`src/hw/rtl/ace_pkg.sv`:
```
`timescale 1ns / 1ps
// ----------------------------------------------------------------------------
// ace_pkg
// shared constants, codes and the color table of the escape parser
// ----------------------------------------------------------------------------
package ace_pkg;

  localparam int CHAR_W   = 8;
  localparam int RGB_W    = 24;
  localparam int ACT_W    = 2;
  localparam int CODE_W   = 3;
  localparam int OUT_BITS = 1 + ACT_W + 2 * RGB_W;
  localparam int OUT_W    = ((OUT_BITS + 7) / 8) * 8;
  localparam int CFG_AW   = 3;
  localparam int CFG_DW   = 32;

  // register indexes
  localparam logic REG_DEFAULT_FG = 1'b0;
  localparam logic REG_DEFAULT_BG = 1'b1;

  localparam logic [RGB_W-1:0] RST_DEFAULT_FG = 24'hFFFFFF;
  localparam logic [RGB_W-1:0] RST_DEFAULT_BG = 24'h000000;

  // action codes
  localparam logic [ACT_W-1:0] ACT_NONE  = 2'd0;
  localparam logic [ACT_W-1:0] ACT_APPLY = 2'd1;
  localparam logic [ACT_W-1:0] ACT_CLEAR = 2'd2;

  // color codes
  localparam logic [CODE_W-1:0] CODE_BLACK   = 3'd0;
  localparam logic [CODE_W-1:0] CODE_RED     = 3'd1;
  localparam logic [CODE_W-1:0] CODE_GREEN   = 3'd2;
  localparam logic [CODE_W-1:0] CODE_YELLOW  = 3'd3;
  localparam logic [CODE_W-1:0] CODE_BLUE    = 3'd4;
  localparam logic [CODE_W-1:0] CODE_MAGENTA = 3'd5;
  localparam logic [CODE_W-1:0] CODE_RESET   = 3'd6;
  localparam logic [CODE_W-1:0] CODE_NONE    = 3'd7;

  // characters
  localparam logic [CHAR_W-1:0] CH_ESC   = 8'h1B;
  localparam logic [CHAR_W-1:0] CH_LBRK  = 8'h5B;
  localparam logic [CHAR_W-1:0] CH_J     = 8'h4A;
  localparam logic [CHAR_W-1:0] CH_M     = 8'h6D;
  localparam logic [CHAR_W-1:0] CH_SEMI  = 8'h3B;
  localparam logic [CHAR_W-1:0] CH_ZERO  = 8'h30;
  localparam logic [CHAR_W-1:0] CH_TWO   = 8'h32;
  localparam logic [CHAR_W-1:0] CH_THREE = 8'h33;
  localparam logic [CHAR_W-1:0] CH_FOUR  = 8'h34;
  localparam logic [CHAR_W-1:0] CH_FIVE  = 8'h35;
  localparam logic [CHAR_W-1:0] CH_NINE  = 8'h39;
  localparam logic [CHAR_W-1:0] CH_NULL  = 8'h00;

  function automatic logic [RGB_W-1:0] code_to_rgb(input logic [CODE_W-1:0] code,
                                                   input logic [RGB_W-1:0] dflt);
    logic [RGB_W-1:0] rgb;
    unique case (code)
      CODE_BLACK:   rgb = 24'h000000;
      CODE_RED:     rgb = 24'hFF0000;
      CODE_GREEN:   rgb = 24'h50C878;
      CODE_YELLOW:  rgb = 24'hFFD700;
      CODE_BLUE:    rgb = 24'h6495ED;
      CODE_MAGENTA: rgb = 24'hFF00FF;
      default:      rgb = dflt;
    endcase
    return rgb;
  endfunction

endpackage

```
`src/hw/rtl/ansi_color_escape_parser_top.sv`:
```
`timescale 1ns / 1ps
// ----------------------------------------------------------------------------
// ansi_color_escape_parser_top
// escape sequence parser for clear-screen and sgr color commands
//
// in_* carries one character byte per transfer in in_tdata. every accepted
// byte produces exactly one result transfer on out_*: escape flag, action
// (none, apply colors, clear screen) and the foreground and background rgb.
// the result of a byte is registered: it sits in the output register the
// cycle after its transfer. throughput is one byte per cycle while the
// receiver takes results; the only loop is the parser state update.
// in_tready is high while the output register is empty or being taken, so
// a stalled receiver holds the result and back-pressures the input after
// one byte; nothing is lost or repeated.
// the cfg_* apb port holds the default fg rgb (addr 0) and bg rgb (addr 4)
// used for reset colors; write only while idle.
// synchronous reset: parser to await, colors to none, defaults to white
// foreground and black background, output register empty.
// ----------------------------------------------------------------------------
module ansi_color_escape_parser_top (
  input  logic                         clk,
  input  logic                         rst_n,
  input  logic                         in_tvalid,
  output logic                         in_tready,
  // [7:0] char_in
  input  logic [ace_pkg::CHAR_W-1:0]   in_tdata,
  output logic                         out_tvalid,
  input  logic                         out_tready,
  // [0] escape_flag, [2:1] action, [26:3] fg_rgb, [50:27] bg_rgb, rest zero
  output logic [ace_pkg::OUT_W-1:0]    out_tdata,
  input  logic                         cfg_psel,
  input  logic                         cfg_penable,
  input  logic                         cfg_pwrite,
  input  logic [ace_pkg::CFG_AW-1:0]   cfg_paddr,
  input  logic [ace_pkg::CFG_DW-1:0]   cfg_pwdata,
  output logic [ace_pkg::CFG_DW-1:0]   cfg_prdata,
  output logic                         cfg_pready
);
  import ace_pkg::*;

  typedef enum logic [2:0] {
    PH_AWAIT,
    PH_ESC,
    PH_BRACKET,
    PH_DIGIT,
    PH_BACKGROUND
  } phase_t;

  phase_t              phase_r, phase_nxt;
  logic [CHAR_W-1:0]   held_r, held_nxt;
  logic [CODE_W-1:0]   fg_code_r, fg_code_nxt;
  logic [CODE_W-1:0]   bg_code_r, bg_code_nxt;
  logic [RGB_W-1:0]    def_fg_r, def_bg_r;
  logic                out_valid_r;
  logic [OUT_W-1:0]    out_data_r, out_data_nxt;

  logic                in_fire;
  logic                cfg_wr;
  logic                want_apply;
  logic                flag;
  logic [ACT_W-1:0]    act;
  logic [RGB_W-1:0]    fg_rgb, bg_rgb;
  logic [CHAR_W-1:0]   c;
  logic                c_dec, c_low;

  assign in_tready  = !out_valid_r || out_tready;
  assign in_fire    = in_tvalid && in_tready;
  assign out_tvalid = out_valid_r;
  assign out_tdata  = out_data_r;
  assign cfg_pready = 1'b1;
  assign cfg_wr     = cfg_psel && cfg_penable && cfg_pwrite && cfg_pready;

  always_comb begin
    if (cfg_paddr[2] == REG_DEFAULT_BG) begin
      cfg_prdata = {{(CFG_DW-RGB_W){1'b0}}, def_bg_r};
    end else begin
      cfg_prdata = {{(CFG_DW-RGB_W){1'b0}}, def_fg_r};
    end
  end

  assign c     = in_tdata;
  assign c_dec = (c >= CH_ZERO) && (c <= CH_NINE);
  assign c_low = (c >= CH_ZERO) && (c <= CH_FIVE);

  always_comb begin
    phase_nxt   = phase_r;
    held_nxt    = held_r;
    fg_code_nxt = fg_code_r;
    bg_code_nxt = bg_code_r;
    flag        = 1'b0;
    act         = ACT_NONE;
    want_apply  = 1'b0;
    unique case (phase_r)
      PH_ESC: begin
        if (c == CH_LBRK) begin
          phase_nxt = PH_BRACKET;
        end else begin
          phase_nxt = PH_AWAIT;
          flag      = 1'b1;
        end
      end
      PH_BRACKET: begin
        if (c_dec) begin
          phase_nxt = PH_DIGIT;
          held_nxt  = c;
        end else begin
          phase_nxt = PH_AWAIT;
          flag      = 1'b1;
        end
      end
      PH_DIGIT: begin
        priority if (held_r == CH_TWO && c == CH_J) begin
          act       = ACT_CLEAR;
          phase_nxt = PH_AWAIT;
        end else if (held_r == CH_ZERO && c == CH_M) begin
          fg_code_nxt = CODE_RESET;
          bg_code_nxt = CODE_RESET;
          want_apply  = 1'b1;
          phase_nxt   = PH_AWAIT;
        end else if (held_r == CH_THREE && c_low) begin
          fg_code_nxt = c[CODE_W-1:0];
        end else if (c == CH_SEMI) begin
          phase_nxt = PH_BACKGROUND;
          held_nxt  = CH_NULL;
        end else if (c == CH_M) begin
          bg_code_nxt = CODE_RESET;
          want_apply  = 1'b1;
          phase_nxt   = PH_AWAIT;
        end else begin
          phase_nxt = PH_AWAIT;
        end
      end
      PH_BACKGROUND: begin
        priority if (held_r == CH_NULL && c_dec) begin
          held_nxt = c;
        end else if (held_r == CH_FOUR && c_low) begin
          bg_code_nxt = c[CODE_W-1:0];
        end else if (c == CH_M) begin
          want_apply = 1'b1;
          phase_nxt  = PH_AWAIT;
        end else begin
          phase_nxt = PH_AWAIT;
        end
      end
      default: begin
        if (c == CH_ESC) begin
          phase_nxt = PH_ESC;
          flag      = 1'b1;
        end else begin
          phase_nxt = PH_AWAIT;
        end
      end
    endcase

    fg_rgb = '0;
    bg_rgb = '0;
    if (want_apply && fg_code_nxt != CODE_NONE && bg_code_nxt != CODE_NONE) begin
      act    = ACT_APPLY;
      fg_rgb = code_to_rgb(fg_code_nxt, def_fg_r);
      bg_rgb = code_to_rgb(bg_code_nxt, def_bg_r);
    end
    out_data_nxt = {{(OUT_W-OUT_BITS){1'b0}}, bg_rgb, fg_rgb, act, flag};
  end

  always_ff @(posedge clk) begin
    if (!rst_n) begin
      phase_r     <= PH_AWAIT;
      held_r      <= CH_NULL;
      fg_code_r   <= CODE_NONE;
      bg_code_r   <= CODE_NONE;
      def_fg_r    <= RST_DEFAULT_FG;
      def_bg_r    <= RST_DEFAULT_BG;
      out_valid_r <= 1'b0;
    end else begin
      if (cfg_wr) begin
        if (cfg_paddr[2] == REG_DEFAULT_BG) begin
          def_bg_r <= cfg_pwdata[RGB_W-1:0];
        end else begin
          def_fg_r <= cfg_pwdata[RGB_W-1:0];
        end
      end
      if (in_fire) begin
        phase_r     <= phase_nxt;
        held_r      <= held_nxt;
        fg_code_r   <= fg_code_nxt;
        bg_code_r   <= bg_code_nxt;
        out_valid_r <= 1'b1;
      end else if (out_tready) begin
        out_valid_r <= 1'b0;
      end
    end
  end

  always_ff @(posedge clk) begin
    if (in_fire) begin
      out_data_r <= out_data_nxt;
    end
  end

  // checks
  a_act_legal: assert property (@(posedge clk) disable iff (!rst_n)
    out_valid_r |-> out_data_r[2:1] != 2'd3)
    else $error("illegal action code");

  a_flag_excl: assert property (@(posedge clk) disable iff (!rst_n)
    out_valid_r && out_data_r[0] |-> out_data_r[2:1] == ACT_NONE)
    else $error("escape flag with an action");

  a_rgb_zero: assert property (@(posedge clk) disable iff (!rst_n)
    out_valid_r && out_data_r[2:1] != ACT_APPLY |-> out_data_r[OUT_BITS-1:3] == '0)
    else $error("rgb nonzero without apply");

  a_apply_known: assert property (@(posedge clk) disable iff (!rst_n)
    out_valid_r && out_data_r[2:1] == ACT_APPLY |->
      fg_code_r != CODE_NONE && bg_code_r != CODE_NONE)
    else $error("apply while a color is none");

  a_hold_stall: assert property (@(posedge clk) disable iff (!rst_n)
    out_valid_r && !out_tready |=> out_valid_r && $stable(phase_r))
    else $error("parser advanced during stall");

endmodule
```
`config.mk`:
```
export PLATFORM = sky130hd
export DESIGN_NAME = ansi_color_escape_parser_top
export DESIGN_NICKNAME = d
export VERILOG_FILES = /design/src/hw/rtl/ace_pkg.sv /design/src/hw/rtl/ansi_color_escape_parser_top.sv
export SDC_FILE = /design/constraint.sdc
export NUM_CORES = 1
export LEC_CHECK = 0
export ABC_CLOCK_PERIOD_IN_PS = 3000
export BUFFER_PORTS_ARGS = -buffer_cell sky130_fd_sc_hd__buf_2
export CELL_PAD_IN_SITES_DETAIL_PLACEMENT = 0
export CELL_PAD_IN_SITES_GLOBAL_PLACEMENT = 1
export CORE_ASPECT_RATIO = 0.8
export CORE_UTILIZATION = 42
export CTS_BUF_LIST = sky130_fd_sc_hd__clkbuf_8
export DETAILED_ROUTE_END_ITERATION = 10
export GPL_ROUTABILITY_DRIVEN = 0
export GPL_TIMING_DRIVEN = 0
export MAX_ROUTING_LAYER = met4
export PLACE_DENSITY = 0.92
export SYNTH_ARGS = -nofsm -noshare
export SYNTH_HDL_FRONTEND = slang
export SYNTH_SLANG_ARGS = --single-unit
```
`constraint.sdc`:
```
create_clock -name clk -period 3 [get_ports clk]
set_input_delay 0.3 -clock clk [delete_from_list [all_inputs] [get_ports clk]]
set_output_delay 0.3 -clock clk [all_outputs]
set_load 0.05 [all_outputs]
```
==> flow_metrics.py <==
metrics = {
    "route": {
        "drt_iter0_drc": 464,
        "wl_um": 16600,
        "vias": 5081,
        "via_per_inst": 5.55,
        "drtAntennaViolNets": 0,
        "drtPass1Iterations": 5,
        "post_drt_wl_per_cell_um": 18.1,
        "drcViolationCount": 0,
    },
    "clock_network": {
        "hold_buffers": 0,
        "cts_buffers": 17,
        "cts_tree": "done",
        "worstSkewPairLatency_ps": 440,
        "cts.clk_slew.worst_paths_ps": 70,
        "post_cts_resized": 0,
        "cts_sinks": 117,
        "clockBufferDepth": 2,
        "cts_max_level": 4,
        "post_cts_buffers": 0,
        "cts_root_buf": "clkbuf_8",
    },
    "flow_run": {
        "max_cap_violations": 0,
    },
    "worst_setup_path": {
        "crit_path_start_kind": "flop",
        "critPathRequiredTime_ps": 3360,
        "critPathKind": "reg2reg",
        "r2r-end": "held_r[4]$_SDFFE_PN0P_",
        "r2r-start": "out_tvalid$_SDFFE_PN0P_",
        "end_kind": "flop",
        "crit_start": "out_tvalid$_SDFFE_PN0P_",
        "cp_data_arrival_time_ps": 2930,
        "cp_max_fo": 56,
        "worstRegToRegCells": 6,
        "rrSetupSlack_ps": 430,
    },
    "power": {
        "power.density_nw_per_um2": 565,
        "comb_power_share": 0.160,
        "power.switching_mw": 1.14,
        "irDropWorstVdd_uv": 294,
        "swShare": 0.285,
        "seq_power_share": 0.437,
        "clock_power_share": 0.404,
        "intPower_mw": 2.86,
        "power_leakage_nw": 2.97,
    },
    "global_route": {
        "met3_usage": 0.0709,
        "grt.met2_usage": 0.352,
        "antenna_found_initial": 0,
        "use_met1": 0.320,
        "grt_pass1_wl_um": 25800,
        "grt_pass1_vias": 4888,
        "busiest_layer": "met2",
        "grt_overflow": 0,
        "grt_usage": 0.249,
        "grt_max_degree": 57,
    },
    "yosys": {
        "synth_ff_type": "dfxtp_1",
        "synth_seq_cells": 117,
        "syn_inst": 580,
        "yosysSeqAreaShare": 0.491,
        "synth_edf_count": 51,
        "avgSynthCellArea_um2": 10.0,
        "async_flop_share": 0,
        "synth_area_um2": 5800,
        "synth.distinct_cells": 73,
        "synth_warnings": 0,
    },
    "finish": {
        "antenna_cells": 0,
        "area_delta_synth_final_pct": 22.0,
        "drive_above_1_share": 0.334,
        "seq_area_um2": 2850,
        "fill_cells": 1262,
        "nets": 773,
        "multi_input_area_um2": 2650,
    },
    "floorplan": {
        "rows": 38,
        "die_w_um": 133,
        "dieHeight_um": 107,
        "start_util": 0.430,
        "dieArea_um2": 14300,
        "boundaryPins": 141,
        "core_um2": 13500,
    },
    "timing": {
        "skew_ps": 11.4,
        "hold_viol": 0,
        "worst_slack_ps": 428,
        "tightestPinTransition_ps": 1180,
        "rsz0062_at_grt": "no",
        "slew_violations": 0,
        "slew_headroom": 0.210,
        "fin_tns_setup_ps": 0,
        "setup_violations": 0,
        "period_share": 0.857,
        "final.min_clock_period_ps": 2570,
        "fmax_mhz": 389,
    },
    "hold_path": {
        "min_path_cells": 3,
        "holdCritStartpoint": "cfg_pwdata[13]",
        "min_path_type": "in2reg",
        "hold_end": "def_fg_r[13]$_SDFFE_PN1P_",
    },
    "placement": {
        "hpwl_um": 11900,
        "numPortBuffers": 112,
        "preCtsSetupSlack_ps": 220,
    },
    "run_status": {
        "status": "finished, final reports clean",
    },
}
[cell usage in the layout, fill, tap and decap left out, types with 6 or more instances in the layout]
cell,count
buf_2,121
mux2_2,23
o21ai_0,7
nand2_1,125
a21oi_1,18
o211a_1,6
edfxtp_1,51
buf_4,19
conb_1,14
clkbuf_1,19
dfxtp_1,66
a21boi_0,31
and3_1,6
nand3_1,37
clkbuf_8,21
nor2_1,24
o211ai_1,9
a211oi_2,9
inv_1,9
a31oi_1,8
nor3_2,10
nand2b_1,7
[critical path, cell delays in order, from the launching register on]
cell and delay (ps):
dfxtp_1 320, nand2b_1 80, nand2_1 260, clkinvlp_4 1000
o221ai_2 550, nand2_1 100, a21boi_0 180
[worst max-delay path by stage]
stage	to	slack, ps	cells past startpoint
floorplan	held_r[2]$_SDFFE_PN0P_	160	6
global placement	held_r[2]$_SDFFE_PN0P_	310	7
detailed placement	held_r[2]$_SDFFE_PN0P_	220	7
CTS	held_r[4]$_SDFFE_PN0P_	350	6
global route	held_r[3]$_SDFFE_PN0P_	90	6
finish	held_r[4]$_SDFFE_PN0P_	430	6
[cells by family after synthesis]
| logic type | Yosys count | share of synthesized area |
|---|---|---|
| other | 2 | 0.00129 |
| and+or+nand+nor | 245 | 0.216 |
| AOI/OAI and AO/OA | 128 | 0.183 |
| DFF | 117 | 0.491 |
| muxes | 25 | 0.0481 |
| buffers and inverters | 63 | 0.0601 |
[synthesized netlist by cell type (4+ instances only)]
cell type	number	share of area
a211oi_2	9	0.019
buf_2	9	0.0078
buf_4	19	0.025
a31oi_1	8	0.0086
a21boi_0	31	0.040
o211a_1	6	0.010
mux2_2	23	0.045
nor2_1	24	0.016
a21o_1	4	0.0052
buf_6	4	0.0078
o211ai_1	9	0.012
nand3_1	37	0.032
edfxtp_1	51	0.26
o21ai_0	7	0.0060
a21oi_1	18	0.016
dfxtp_1	66	0.23
nand2b_1	7	0.0075
nor3_2	10	0.017
o2111ai_1	4	0.0060
clkbuf_1	19	0.012
inv_1	9	0.0058
nand2_1	125	0.081
and3_1	6	0.0065
[routing by layer]
layer  part of all wire  wire (µm)
met2               0.44       7300
met4              0.034        561
met5                  0          0
met3              0.086       1430
met1               0.44       7280
[flip-flops by register name, summed over array words and instances, names as in the netlist]
signal and flops:
held_r 8, bg_code_r 3, out_tdata 51, fg_code_r 3
out_tvalid 1, def_bg_r 24, phase_r 3, def_fg_r 24
[power groups by stage]
stage / Clock [mW] / Sequential [mW] / Combinational [mW]
2_1_floorplan: 0 / 1.89 / 0.360
3_3_place_gp: 0 / 1.78 / 0.625
3_5_place_dp: 0 / 1.78 / 0.634
4_1_cts: 1.64 / 1.75 / 0.636
5_1_grt: 1.72 / 1.75 / 0.676
6_report: 1.62 / 1.75 / 0.640
[per-stage QoR]
step,power [mW],hold WS [ps],std cells,cell area [µm²],utilization
after floorplan,2.25,424,592,5850,-
after global placement,2.40,465,884,6640,0.492
after detailed placement,2.42,472,884,6640,0.492
after CTS,4.02,62.7,916,7080,0.525
after global routing,4.14,72.3,916,7080,0.525
final,4.00,86.8,916,7080,0.525
[final cells by class]
cell class	instances	area share
plain buffers	52	0.0435
clock buffers	21	0.0408
clock inverters	11	0.0219
inverters	11	0.00636
multi-input cells	412	0.374
flip-flops and latches	117	0.403
well taps	180	0.0318
repair buffers	112	0.0791
(Power assumes the default switching activity.)
